--- src/design/tod_pkg.sv ---
`default_nettype none
package tod_pkg;

	typedef enum logic [2:0] {
		FMT_ASYM  = 3'd0,
		FMT_DFP   = 3'd1,
		FMT_FP32  = 3'd2,
		FMT_FP16  = 3'd3,
		FMT_INT16 = 3'd4
	} tod_fmt_t;

	localparam logic [1:0] REG_FORMAT   = 2'd0;
	localparam logic [1:0] REG_SCALE    = 2'd1;
	localparam logic [1:0] REG_ZERO_PT  = 2'd2;
	localparam logic [1:0] REG_FRAC     = 2'd3;

	localparam int          ADDR_W      = 4;
	localparam logic [31:0] SCALE_RESET = 32'h3F80_0000;
	localparam logic [31:0] QNAN        = 32'h7FC0_0000;
	localparam logic [31:0] INF         = 32'h7F80_0000;
	localparam logic [31:0] QUIET_BIT   = 32'h0040_0000;

	typedef struct packed {
		logic [2:0]  fmt;
		logic [31:0] scale;
		logic [7:0]  zero_pt;
		logic [4:0]  frac;
	} tod_cfg_t;

	// after decode and multiply: (-1)^neg * mag * 2^e, or a fixed word
	typedef struct packed {
		logic               last;
		logic               special;
		logic [31:0]        spec_val;
		logic               neg;
		logic [31:0]        mag;
		logic signed [9:0]  e;
	} tod_mag_t;

	// after normalize: top bit of norm at 31, be is the biased exponent
	typedef struct packed {
		logic               last;
		logic               special;
		logic [31:0]        spec_val;
		logic               neg;
		logic [31:0]        norm;
		logic signed [9:0]  be;
	} tod_norm_t;

	typedef struct packed {
		logic        last;
		logic        special;
		logic [31:0] spec_val;
		logic        neg;
		logic [23:0] q;
		logic        rnd;
		logic        normal;
		logic        ovf;
		logic [7:0]  be;
	} tod_rnd_t;

endpackage
`default_nettype wire

--- src/design/tod_if.sv ---
`default_nettype none
interface tod_in_if;
	logic        valid;
	logic        ready;
	logic [31:0] raw_element;
	logic        last_in;
	modport source (output valid, raw_element, last_in, input ready);
	modport sink (input valid, raw_element, last_in, output ready);
endinterface

interface tod_out_if;
	logic        valid;
	logic        ready;
	logic [31:0] value_bits;
	logic        last_out;
	modport source (output valid, value_bits, last_out, input ready);
	modport sink (input valid, value_bits, last_out, output ready);
endinterface
`default_nettype wire

--- src/design/tod_decode.sv ---
`default_nettype none
module tod_decode
	import tod_pkg::*;
(
	input  wire logic        clk,
	input  wire logic        en,
	input  wire tod_cfg_t    cfg,
	input  wire logic [31:0] raw,
	input  wire logic        last,
	output tod_mag_t         st_s1
);

	tod_mag_t          nx;
	logic signed [8:0] d;
	logic [8:0]        d_abs;
	logic [7:0]        sc_ex;
	logic [22:0]       sc_fr;
	logic [23:0]       sc_sig;
	logic [15:0]       abs16;
	logic [4:0]        h_ex;
	logic [9:0]        h_fr;

	always_comb begin
		d      = $signed({1'b0, raw[7:0]}) - $signed({1'b0, cfg.zero_pt});
		d_abs  = d[8] ? 9'(-d) : 9'(d);
		sc_ex  = cfg.scale[30:23];
		sc_fr  = cfg.scale[22:0];
		sc_sig = {(sc_ex != 8'd0), sc_fr};
		abs16  = raw[15] ? 16'(~raw[15:0] + 16'd1) : raw[15:0];
		h_ex   = raw[14:10];
		h_fr   = raw[9:0];

		nx          = '0;
		nx.last     = last;
		case (cfg.fmt)
			FMT_ASYM: begin
				nx.neg = cfg.scale[31] ^ d[8];
				nx.mag = {24'd0, d_abs[7:0]} * {8'd0, sc_sig};
				nx.e   = (sc_ex == 8'd0) ? -10'sd149 : $signed({2'b0, sc_ex}) - 10'sd150;
				if (sc_ex == 8'hFF) begin
					nx.special = 1'b1;
					if (sc_fr != 23'd0)
						nx.spec_val = cfg.scale | QUIET_BIT;
					else if (d_abs == 9'd0)
						nx.spec_val = QNAN;
					else
						nx.spec_val = {nx.neg, INF[30:0]};
				end
			end
			FMT_DFP, FMT_INT16: begin
				nx.neg = raw[15];
				nx.mag = {16'd0, abs16};
				nx.e   = (cfg.fmt == FMT_DFP) ? -$signed({5'd0, cfg.frac}) : 10'sd0;
			end
			FMT_FP32: begin
				nx.special  = 1'b1;
				nx.spec_val = raw;
			end
			FMT_FP16: begin
				nx.neg = raw[15];
				if (h_ex == 5'h1F) begin
					nx.special  = 1'b1;
					nx.spec_val = (h_fr != 10'd0) ? {raw[15], QNAN[30:0]}
					                              : {raw[15], INF[30:0]};
				end else if (h_ex == 5'd0) begin
					nx.mag = {22'd0, h_fr};
					nx.e   = -10'sd24;
				end else begin
					nx.mag = {21'd0, 1'b1, h_fr};
					nx.e   = $signed({5'd0, h_ex}) - 10'sd25;
				end
			end
			default: begin
				nx.special  = 1'b1;
				nx.spec_val = 32'd0;
			end
		endcase
	end

	always_ff @(posedge clk) begin
		if (en)
			st_s1 <= nx;
	end

endmodule
`default_nettype wire

--- src/design/tod_norm.sv ---
`default_nettype none
module tod_norm
	import tod_pkg::*;
(
	input  wire logic     clk,
	input  wire logic     en,
	input  wire tod_mag_t st_s1,
	output tod_norm_t     st_s2
);

	tod_norm_t  nx;
	logic [4:0] p;

	always_comb begin
		p = 5'd0;
		for (int i = 0; i < 32; i++)
			if (st_s1.mag[i])
				p = 5'(i);
		nx.last     = st_s1.last;
		nx.neg      = st_s1.neg;
		nx.norm     = st_s1.mag << (5'd31 - p);
		nx.be       = $signed({5'd0, p}) + st_s1.e + 10'sd127;
		nx.special  = st_s1.special;
		nx.spec_val = st_s1.spec_val;
		// zero keeps its sign
		if (!st_s1.special && st_s1.mag == 32'd0) begin
			nx.special  = 1'b1;
			nx.spec_val = {st_s1.neg, 31'd0};
		end
	end

	always_ff @(posedge clk) begin
		if (en)
			st_s2 <= nx;
	end

endmodule
`default_nettype wire

--- src/design/tod_round.sv ---
`default_nettype none
module tod_round
	import tod_pkg::*;
(
	input  wire logic      clk,
	input  wire logic      en,
	input  wire tod_norm_t st_s2,
	output tod_rnd_t       st_s3
);

	tod_rnd_t          nx;
	logic [4:0]        sh;
	logic signed [9:0] sub_sh;
	logic [31:0]       lost;
	logic [31:0]       half;
	logic [31:0]       q;

	always_comb begin
		nx.normal = !st_s2.be[9] && (st_s2.be != 10'sd0);
		sub_sh    = 10'sd9 - st_s2.be;
		// subnormal results drop more bits as be falls
		sh        = nx.normal ? 5'd8 : sub_sh[4:0];
		q         = st_s2.norm >> sh;
		lost      = st_s2.norm & ((32'd1 << sh) - 32'd1);
		half      = 32'd1 << (sh - 5'd1);
		nx.q      = q[23:0];
		nx.rnd    = (lost > half) || (lost == half && q[0]);
		nx.ovf    = st_s2.be >= 10'sd255;
		nx.be     = st_s2.be[7:0];
		nx.last     = st_s2.last;
		nx.neg      = st_s2.neg;
		nx.special  = st_s2.special;
		nx.spec_val = st_s2.spec_val;
	end

	always_ff @(posedge clk) begin
		if (en)
			st_s3 <= nx;
	end

endmodule
`default_nettype wire

--- src/design/tod_pack.sv ---
`default_nettype none
module tod_pack
	import tod_pkg::*;
(
	input  wire logic     clk,
	input  wire logic     en,
	input  wire tod_rnd_t st_s3,
	output logic [31:0]   value_s4,
	output logic          last_s4
);

	logic [30:0] base;
	logic [30:0] mag;
	logic [31:0] nx;

	always_comb begin
		base = st_s3.normal ? {st_s3.be, st_s3.q[22:0]} : {8'd0, st_s3.q[22:0]};
		// mantissa carry walks into the exponent field
		mag  = base + {30'd0, st_s3.rnd};
		if (st_s3.special)
			nx = st_s3.spec_val;
		else if (st_s3.ovf)
			nx = {st_s3.neg, INF[30:0]};
		else
			nx = {st_s3.neg, mag};
	end

	always_ff @(posedge clk) begin
		if (en) begin
			value_s4 <= nx;
			last_s4  <= st_s3.last;
		end
	end

endmodule
`default_nettype wire

--- src/design/tensor_output_dequantizer_core.sv ---
`default_nettype none
// channel  dir  payload                      beat when
// elem     in   raw_element[31:0], last_in   valid && ready
// result   out  value_bits[31:0], last_out   valid && ready
// apb      in   regs at 0x0 0x4 0x8 0xc      psel && penable && pwrite
//
// one element per cycle while the output is not stalled; stages decode/multiply,
// normalize, round, pack, each stage one register deep
// the whole pipe advances together when the output register is empty or taken
// arst_n clears stage valids and config registers to their reset values
module tensor_output_dequantizer_core
	import tod_pkg::*;
(
	input  wire logic              clk,
	input  wire logic              arst_n,
	tod_in_if.sink                 elem,
	tod_out_if.source              result,
	input  wire logic              psel,
	input  wire logic              penable,
	input  wire logic              pwrite,
	input  wire logic [ADDR_W-1:0] paddr,
	input  wire logic [31:0]       pwdata,
	output logic [31:0]            prdata,
	output logic                   pready
);

	tod_cfg_t   cfg_q;
	logic [3:0] vld_q;
	logic       en;
	tod_mag_t   st_s1;
	tod_norm_t  st_s2;
	tod_rnd_t   st_s3;
	logic [1:0] reg_idx;

	assign pready  = 1'b1;
	assign reg_idx = paddr[3:2];

	always_ff @(posedge clk or negedge arst_n) begin
		if (!arst_n) begin
			cfg_q.fmt     <= FMT_ASYM;
			cfg_q.scale   <= SCALE_RESET;
			cfg_q.zero_pt <= 8'd0;
			cfg_q.frac    <= 5'd0;
		end else if (psel && penable && pwrite) begin
			case (reg_idx)
				REG_FORMAT:  cfg_q.fmt     <= pwdata[2:0];
				REG_SCALE:   cfg_q.scale   <= pwdata;
				REG_ZERO_PT: cfg_q.zero_pt <= pwdata[7:0];
				REG_FRAC:    cfg_q.frac    <= pwdata[4:0];
				default:     cfg_q.fmt     <= cfg_q.fmt;
			endcase
		end
	end

	always_comb begin
		case (reg_idx)
			REG_FORMAT:  prdata = {29'd0, cfg_q.fmt};
			REG_SCALE:   prdata = cfg_q.scale;
			REG_ZERO_PT: prdata = {24'd0, cfg_q.zero_pt};
			REG_FRAC:    prdata = {27'd0, cfg_q.frac};
			default:     prdata = 32'd0;
		endcase
	end

	assign en          = !vld_q[3] || result.ready;
	assign elem.ready  = en;
	assign result.valid = vld_q[3];

	always_ff @(posedge clk or negedge arst_n) begin
		if (!arst_n)
			vld_q <= 4'd0;
		else if (en)
			vld_q <= {vld_q[2:0], elem.valid};
	end

	tod_decode u_decode (
		.clk   (clk),
		.en    (en),
		.cfg   (cfg_q),
		.raw   (elem.raw_element),
		.last  (elem.last_in),
		.st_s1 (st_s1)
	);

	tod_norm u_norm (
		.clk   (clk),
		.en    (en),
		.st_s1 (st_s1),
		.st_s2 (st_s2)
	);

	tod_round u_round (
		.clk   (clk),
		.en    (en),
		.st_s2 (st_s2),
		.st_s3 (st_s3)
	);

	tod_pack u_pack (
		.clk      (clk),
		.en       (en),
		.st_s3    (st_s3),
		.value_s4 (result.value_bits),
		.last_s4  (result.last_out)
	);

endmodule
`default_nettype wire
--- src/flat_wrapper.sv ---
// flat-port wrapper written by rule: the top's interface ports become plain ports
module tensor_output_dequantizer_core_flat import tod_pkg::*;
  (clk, arst_n, psel, penable, pwrite, paddr, pwdata, prdata, pready, elem_valid, elem_raw_element, elem_last_in, elem_ready, result_valid, result_value_bits, result_last_out, result_ready);
  tod_in_if elem_i ();
  tod_out_if result_i ();
  input  wire logic clk;
  input  wire logic arst_n;
  input  wire logic psel;
  input  wire logic penable;
  input  wire logic pwrite;
  input  wire logic [ADDR_W-1:0] paddr;
  input  wire logic [31:0] pwdata;
  output logic [31:0] prdata;
  output logic pready;
  input wire logic [$bits(elem_i.valid)-1:0] elem_valid;
  input wire logic [$bits(elem_i.raw_element)-1:0] elem_raw_element;
  input wire logic [$bits(elem_i.last_in)-1:0] elem_last_in;
  output wire logic [$bits(elem_i.ready)-1:0] elem_ready;
  output wire logic [$bits(result_i.valid)-1:0] result_valid;
  output wire logic [$bits(result_i.value_bits)-1:0] result_value_bits;
  output wire logic [$bits(result_i.last_out)-1:0] result_last_out;
  input wire logic [$bits(result_i.ready)-1:0] result_ready;
  assign elem_i.valid = elem_valid;
  assign elem_i.raw_element = elem_raw_element;
  assign elem_i.last_in = elem_last_in;
  assign elem_ready = elem_i.ready;
  assign result_valid = result_i.valid;
  assign result_value_bits = result_i.value_bits;
  assign result_last_out = result_i.last_out;
  assign result_i.ready = result_ready;
  tensor_output_dequantizer_core u_core (.clk(clk), .arst_n(arst_n), .elem(elem_i), .result(result_i), .psel(psel), .penable(penable), .pwrite(pwrite), .paddr(paddr), .pwdata(pwdata), .prdata(prdata), .pready(pready));
endmodule
--- config.mk ---
export PLATFORM = sky130hd
export DESIGN_NAME = tensor_output_dequantizer_core_flat
export DESIGN_NICKNAME = d
export VERILOG_FILES = /design/src/design/tod_pkg.sv /design/src/design/tod_if.sv /design/src/design/tod_decode.sv /design/src/design/tod_norm.sv /design/src/design/tod_round.sv /design/src/design/tod_pack.sv /design/src/design/tensor_output_dequantizer_core.sv /design/src/flat_wrapper.sv
export SDC_FILE = /design/constraint.sdc
export NUM_CORES = 1
export LEC_CHECK = 0
export BUFFER_PORTS_ARGS = -buffer_cell sky130_fd_sc_hd__buf_2
export CAP_MARGIN = 20
export CORE_UTILIZATION = 40
export DETAILED_ROUTE_END_ITERATION = 8
export HOLD_SLACK_MARGIN = 0.1
export PLACE_DENSITY_LB_ADDON = 0.08
export SLEW_MARGIN = 10
export SYNTH_ARGS = -nofsm -noshare
export SYNTH_HDL_FRONTEND = slang
export SYNTH_SLANG_ARGS = --single-unit
--- constraint.sdc ---
create_clock -name clk -period 11.54 [get_ports clk]
set_input_delay 0.577 -clock clk [delete_from_list [all_inputs] [get_ports clk]]
set_output_delay 0.577 -clock clk [all_outputs]
set_load 0.005 [all_outputs]
Word-level counts from Yosys, hierarchy flattened
Cells that the tools add are included.
{"block": "word_totals", "ff_bits": 308, "input_bits": 76, "out_inout_bits": 68, "elab_cells": 137}
{"block": "classes", "addsub": 13, "mul": 1, "order_cmp": 2, "n_eq_ne": 10, "shifts": 4, "mux": 50, "bitwise": 3, "n_reduce_logical": 25}
{"cell": "$mux 5", "count": 31}
{"cell": "$pmux 33 s4", "count": 1}
{"cell": "$pmux 43 s3", "count": 1}
{"cell": "$mux 32", "count": 4}
{"cell": "$pmux 32 s4", "count": 1}
{"cell": "$mux 33", "count": 2}
{"cell": "$shl 1x5->32 const A", "count": 2}
{"cell": "$mux 31", "count": 2}
{"cell": "$mux 42", "count": 1}
{"cell": "$and 32x32->32", "count": 1}
{"cell": "$eq 32x32->1", "count": 1}
{"cell": "$gt 32x32->1", "count": 1}
{"cell": "$logic_not 32->1", "count": 1}
{"cell": "$mul 8x24->32", "count": 1}
{"cell": "$shl 32x5->32", "count": 1}
{"cell": "$shr 32x5->23", "count": 1}
{"cell": "$sub 32x1->32 const B", "count": 1}
{"cell": "$add 31x1->31", "count": 1}
{"cell": "$mux 23", "count": 1}
{"cell": "$reduce_bool 23->1", "count": 1}
{"cell": "$mux 21", "count": 1}
{"cell": "$mux 10", "count": 2}
{"cell": "$reduce_bool 10->1", "count": 2}
{"cell": "$add 16x1->16 const B", "count": 1}
{"cell": "33 further kinds", "count": 46}

Depth between registers and ports, before layout
Gate-level depths: netlist of the first run.
{"block": "logic_depth", "depth_word": 33, "depth_mapped": 30, "mapped_depth_nobuf": 28}

Hierarchy
A second synthesis of the first run with hierarchy kept.
{"block": "hier_totals", "cells_unflattened": 2656, "area_unflattened_um2": 26132.6}
{"module": "tod_decode", "n_inst": 1, "cells_each": 1100, "area_per_inst_um2": 10347.4, "seq_area_each_um2": 2312.2}
{"module": "tod_round", "n_inst": 1, "cells_each": 671, "area_per_inst_um2": 5960.7, "seq_area_each_um2": 2102.0}
{"module": "tod_norm", "n_inst": 1, "cells_each": 490, "area_per_inst_um2": 5047.3, "seq_area_each_um2": 2312.2}
{"module": "tensor_output_dequantizer_core", "n_inst": 1, "cells_each": 159, "area_per_inst_um2": 2483.6, "seq_area_each_um2": 1310.0}
{"module": "tod_pack", "n_inst": 1, "cells_each": 236, "area_per_inst_um2": 2293.4, "seq_area_each_um2": 991.0}

Least setup slack after synthesis of the first run
No wires, ideal clock.
{"block": "synth_timing", "kind": "in2reg", "from": "input result_ready", "to": "register u_core.vld_q[0]", "setup_ns": 0.098, "t_arrival_ns": 7.777, "required_time_ns": 11.442, "path_slack_ns": 3.665, "stages": 2, "path_buffers": 0, "path_cell_list": "nand2b_1 -> mux2_2"}
{"block": "synth_between", "elab_chain_len": 1}
{"item": "from (decl)", "line": "flat_wrapper.sv:22", "text": "input wire logic [$bits(result_i.ready)-1:0] result_ready;"}
{"item": "$logic_or 1x1->1", "line": "tensor_output_dequantizer_core.sv:65", "text": "assign en = !vld_q[3] || result.ready;"}
{"item": "to (signal assigned)", "line": "tensor_output_dequantizer_core.sv:73", "text": "vld_q <= {vld_q[2:0], elem.valid};"}
{"item": "to (decl)", "line": "tensor_output_dequantizer_core.sv:28", "text": "logic [3:0] vld_q;"}
No other way between the ends.
A chain may end at the register's enable or synchronous reset.

Final worst setup path of the first run
{"block": "layout_timing", "from": "register u_core.cfg_q[5] (netlist bit)", "to": "register, netlist name u_core.u_decode.st_s1[40]"}
{"block": "layout_between", "elab_chain_len": 5}
{"item": "from (decl)", "line": "tensor_output_dequantizer_core.sv:27", "text": "tod_cfg_t cfg_q;"}
{"item": "$sub 8x8->9 (*)", "line": "tod_decode.sv:24", "text": "d = $signed({1'b0, raw[7:0]}) - $signed({1'b0, cfg.zero_pt});"}
{"item": "$neg 9->9", "line": "tod_decode.sv:25", "text": "d_abs = d[8] ? 9'(-d) : 9'(d);"}
{"item": "$mux 9 (*)", "line": "tod_decode.sv:25"}
{"item": "$mul 8x24->32 (*)", "line": "tod_decode.sv:38", "text": "nx.mag = {24'd0, d_abs[7:0]} * {8'd0, sc_sig};"}
{"item": "$pmux 43 s3 (*)", "line": "tod_decode.sv:35", "text": "case (cfg.fmt)"}
Every way passes the cells marked *; elsewhere a longest branch is shown, timed or not.

==> results.tsv, run 1 <==
stage	metric	value	unit
outcome	status	complete, no violations	
sta	FMAX	125	MHz
setup_path	Critical Path RT	11840	ps
synth	main area contributors after synthesis	edfxtp_1 31%, fa_1 11%, ha_1 5.9%	
clock_network	Post-CTS Setup Inserts	0	
synth	Synth Net Count	2862	
synth	Netlist Area Pre-Place	24900	sq um
setup_path	critical path launch point type	flop	
sta	clk_skew	21.9	ps
clock_network	post-cts sizing count	0	
setup_path	CP most frequent cell	fa_1	
clock_network	Root Buffer	clkbuf_16	
synth	register area share after synthesis	0.362	
global_route	vias in the first global route	19100	
global_route	pin count of the biggest net entering global routing	76	
job	number of max-cap violations	0	
synth	number of flops mapped to enable cells by yosys	256	
die	Initial Util	0.404	
finish	# fillers	5988	
clock_network	clock-pin slew on the worst setup and hold paths	50	ps
sta	Slew @ Worst Pin	988	ps
clock_network	CTS max path bufs	3	
die	# IOs	144	
clock_network	total CTS buffers	37	
min_path	Hold/Removal Path Class	in -> async	
finish	ratio of cells with drive above 1 in the final layout	0.133	
setup_path	Crit Path Class	reg -> reg	
placed_design	post-DP HPWL	56000	um
route	DR WL/cell	21.1	um
synth	Mapped Cells	2534	
synth	syn_area_per_cell	9.82	sq um
clock_network	CTS tree	built	
global_route	total gr overflow	0	
setup_path	worst r2r src	u_core.cfg_q[5]	
setup_path	R2R Path End	u_core.u_decode.st_s1[40]	
synth	Synth top area share	0.309	
clock_network	H-tree levels	2	
sta	RSZ-0062 raised after global routing	no	
synth	Ys Warns	0	
die	Core Area	61600	sq um
route	TritonRoute pass-1 iters	5	
setup_path	Crit. End Element	flop	
placed_design	IO Port Bufs	140	
finish	Area Growth Syn to Fin	11.0	%
setup_path	Max Fanout on Critical Path	15	
sta	Max Slew Vio Count	0	
sta	Slew Limit Headroom	0.341	
die	die extent in y	251	um
die	Row Count	91	
setup_path	Worst EP arrival	8270	ps
global_route	initial antenna violation count	6	
placed_design	routability cong.	0.887	
global_route	first-pass GRT wire length	113000	um
setup_path	CP max stage cell	xor2_2	
die	chip width	251	um
sta	Final Hold Fails	0	
sta	Fin Setup TNS	0	ps
setup_path	FF-to-FF path depth	25	
setup_path	R2R setup slack	3560	ps
setup_path	critical path's largest stage delay	630	ps
finish	Net count, final	2939	
sta	Final setup viols	0	
route	via count	19400	
clock_network	CTS Hold Buffers Added	0	
synth	Most used DFF post-synth	edfxtp_1	
sta	Final Cycle Share	0.691	
route	initial DRC count	1530	
route	via/cell ratio	5.57	
synth	Async SR Flop Fraction	0.169	
route	final WL	73500	um
synth	cell taking the most area after synthesis	edfxtp_1	
finish	most common cell after layout, fill and taps aside	nand2_1	
finish	Final Util	0.448	
clock_network	Clock Latency Late Sink	570	ps
die	Die ar.	63200	sq um
sta	Tmin final	7980	ps
synth	Yosys cell types	99	
finish	most frequent cells in the layout	273 x nand2_1, 256 x edfxtp_1, 192 x inv_1	
global_route	Tot GR Track Use	0.231	
synth	number of synthesized register bits	308	
clock_network	clock sink count	308	
route	DRC	0	
route	post-route ant nets	0	
## worst max-delay path by stage
stage,from,endpoint,depth (start not counted),slack [ps]
finish,u_core.cfg_q[5],u_core.u_decode.st_s1[40],25,3560
CTS,u_core.cfg_q[5],u_core.u_decode.st_s1[40],25,3200
detailed placement,elem_raw_element[0],u_core.u_decode.st_s1[40],27,2770
floorplan,result_ready,u_core.vld_q[0],2,3660
global placement,elem_raw_element[0],u_core.u_decode.st_s1[40],27,2840
global route,u_core.cfg_q[5],u_core.u_decode.st_s1[41],27,3100
## metrics by stage
step	setup slack, ps	hold slack [ps]	instance area [sq um]	std cells
4_1_cts	3200	150	27600	3474
5_1_grt	3100	171	27600	3476
3_5_place_dp	2770	405	26400	3408
6_report	3560	135	27600	3476
3_3_place_gp	2840	400	26400	3408
2_1_floorplan	3660	281	24900	2534
## state kept, by name, indices dropped and copies added (netlist names)
signal	count
u_core.u_decode.st_s1	77
u_core.u_norm.st_s2	77
u_core.u_round.st_s3	69
u_core.cfg_q	48
u_core.u_pack.value_s4	32
u_core.vld_q	4
u_core.u_pack.last_s4	1
## synth_stat cells, types with 23 or more instances
cell type,count
dfrtp_1,45
and3_1,28
clkbuf_1,117
a22o_1,51
fa_1,134
o21ai_0,83
edfxtp_1,256
a21oi_1,108
mux2i_1,82
inv_1,192
nor2b_1,110
nand3_1,66
nor3_1,38
a21o_1,41
xor2_1,32
nand2b_1,26
nand4_1,23
mux2_2,50
nor2_1,125
ha_1,118
and2_1,125
a211oi_1,31
xnor2_1,52
nand2_1,273
## logic make-up after synthesis
logic type,count (synthesis),synth area share
AOI/OAI and AO/OA,509,0.142
other,2,0.000302
xor gates and xnor gates,84,0.0296
muxes,140,0.0618
buffers and inverters,349,0.0553
and+or+nand+nor,890,0.182
DFF,308,0.362
adders and majority gates,252,0.167
## critical path, delay by kind of cell, from the launching register on
family          cells  cell delay, ps
xor+xnor            2             790
compound gates     11            2950
fa+ha+maj           7            3000
simple gates        2             140
flops               1             380
buf+inv             3             430
## layout make-up
type	count	area (sq um)	area share
antenna	1	2.50	0.0000906
clock buffer	46	960	0.0347
clock inverter	20	241	0.00874
inverter	199	752	0.0272
multi-input combinational	1877	14600	0.527
sequential	308	9000	0.326
tap	837	1050	0.0379
timing repair buffer	188	1060	0.0384
## metal layers
metal / vias to the layer above / global-route usage / share of wire
li1: 9096 / - / -
met1: 9710 / 0.303 / 0.43
met2: 456 / 0.400 / 0.50
met3: 102 / 0.0302 / 0.041
met4: 10 / 0.0608 / 0.024
met5: - / 0 / 0.00078
Power of run 1 is left out: the tool's default activity adds up to more than one toggle a clock period on the data nets, which glitch-free logic cannot reach.
==> run 2, diff against run 1 <==
==> constraint.sdc (replaced) <==
create_clock -name clk -period 7.6 [get_ports clk]
set_input_delay 0.38 -clock clk [delete_from_list [all_inputs] [get_ports clk]]
set_output_delay 0.38 -clock clk [all_outputs]
set_load 0.005 [all_outputs]
==> results.tsv, run 2 (same netlist as run 1, synthesis figures left out) <==
stage	metric	value	unit
clock_network	CTS max path bufs	3	
finish	# fillers	5870	
global_route	Tot GR Track Use	0.234	
setup_path	R2R Path End	u_core.u_decode.st_s1[40]	
route	via count	19700	
global_route	total gr overflow	0	
finish	most common cell after layout, fill and taps aside	nand2_1	
finish	most frequent cells in the layout	273 x nand2_1, 256 x edfxtp_1, 192 x inv_1	
sta	Final setup viols	0	
clock_network	Root Buffer	clkbuf_16	
global_route	pin count of the biggest net entering global routing	89	
sta	Max Slew Vio Count	0	
clock_network	Clock Latency Late Sink	570	ps
sta	Final Hold Fails	0	
placed_design	pre-CTS setup slack	5.57	ps
setup_path	Critical Path RT	7900	ps
die	Core Area	61600	sq um
global_route	initial antenna violation count	7	
sta	Slew @ Worst Pin	1150	ps
setup_path	FF-to-FF path depth	27	
die	Row Count	91	
route	DRC	0	
clock_network	CTS tree	built	
outcome	status	complete, no violations	
route	initial DRC count	1594	
finish	ratio of cells with drive above 1 in the final layout	0.151	
setup_path	worst r2r src	u_core.cfg_q[5]	
setup_path	critical path endpoint	u_core.u_decode.st_s1[40]	
die	# IOs	144	
setup_path	Crit Path Class	reg -> reg	
finish	Top Registers	u_core.u_decode.st_s1 (77), u_core.u_norm.st_s2 (77), u_core.u_round.st_s3 (69)	
clock_network	clock sink count	308	
die	Die ar.	63200	sq um
sta	FMAX	135	MHz
clock_network	total CTS buffers	37	
sta	Final Cycle Share	0.972	
placed_design	post-DP HPWL	56400	um
route	DR WL/cell	21.0	um
finish	Net count, final	3022	
die	die extent in y	251	um
die	Initial Util	0.404	
sta	Final Hold Slack	122	ps
min_path	Hold/Removal Path Class	in -> reg	
finish	Area Growth Syn to Fin	14.7	%
global_route	first-pass GRT wire length	115000	um
route	final WL	74700	um
sta	Tmin final	7390	ps
setup_path	CP Launch Point	u_core.cfg_q[5]	
placed_design	routability cong.	0.908	
setup_path	Crit. End Element	flop	
route	TritonRoute pass-1 iters	6	
setup_path	Worst EP arrival	7700	ps
job	number of max-cap violations	0	
sta	clk_skew	26.1	ps
sta	Slew Limit Headroom	0.229	
global_route	vias in the first global route	19600	
route	via/cell ratio	5.52	
clock_network	clock-pin slew on the worst setup and hold paths	60	ps
die	chip width	251	um
route	post-route ant nets	0	
placed_design	IO Port Bufs	140	
clock_network	H-tree levels	2	
setup_path	Max Fanout on Critical Path	5	
setup_path	R2R setup slack	210	ps
setup_path	critical path launch point type	flop	
sta	Worst Slack Setup Final	209	ps
-- run 2: changes by cell type in the layout (fill, tap and decap cells not counted), moves of 4 or more --
cell           change
buf_6              +4
clkbuf_1           -6
buf_4             +33
dlygate4sd3_1     +42
clkinv_2           +8
-- run 2: metrics by stage --
step	util	TNS (ps)	area [sq um]	std cells
after floorplan	-	0	24900	2534
after global placement	0.433	0	26700	3441
after detailed placement	0.433	0	26700	3441
after CTS	0.460	0	28400	3550
after global routing	0.463	-127	28500	3560
final	0.463	0	28500	3562
-- run 2: layout make-up --
class / count / area (sq um) / share of cell area
repair buffers: 271 / 1850 / 0.0647
well taps: 837 / 1050 / 0.0367
multi-input cells: 1877 / 14600 / 0.513
clock inverters: 27 / 322 / 0.0113
flip-flops and latches: 308 / 9000 / 0.315
inverters: 199 / 752 / 0.0263
clock buffers: 40 / 937 / 0.0328
diodes: 3 / 7.51 / 0.000263
-- run 2: worst min-delay path by stage --
stage | from | end | slack (ps) | depth (start not counted)
floorplan | arst_n | u_core.cfg_q[0] | 80 | 0
global placement | u_core.u_norm.st_s2[64] | u_core.u_round.st_s3[57] | 400 | 0
detailed placement | u_core.u_norm.st_s2[45] | u_core.u_round.st_s3[38] | 400 | 0
CTS | pwdata[4] | u_core.cfg_q[9] | 100 | 3
global route | pwdata[4] | u_core.cfg_q[9] | 110 | 3
finish | pwdata[4] | u_core.cfg_q[9] | 120 | 3
-- run 2: routing by layer --
metal | wire length, um | track usage | vias to the layer above
met5 | 26 | 0 | -
met3 | 3190 | 0.0299 | 150
met1 | 32100 | 0.307 | 9729
li1 | - | - | 9251
met2 | 37000 | 0.398 | 541
met4 | 2390 | 0.0805 | 4
-- run 2: critical path: stages (launching register included) --
cell	delay, ps
dfrtp_1	380
ha_2	200
inv_1	50
fa_1	380
a21o_1	200
a221o_1	370
o41a_1	450
a31oi_2	260
xor2_2	130
buf_6	160
and2_1	170
fa_1	540
inv_1	60
fa_1	550
fa_1	440
fa_1	540
inv_1	40
ha_1	200
or3_1	400
a211o_1	300
a31oi_2	160
buf_4	150
o32a_1	210
a311oi_4	120
a211o_1	280
a21oi_1	170
xor2_1	160
nor2_1	60
-- run 2: what timing repair did --
action | CTS | global route
hold buffers | 42 | 0
resized for setup | 0 | 19
endpoints found under the setup margin | 0 | 4
buffers inserted | 0 | 6
endpoints found under the hold margin | 94 | 0
Power of run 2 is left out for the same reason.
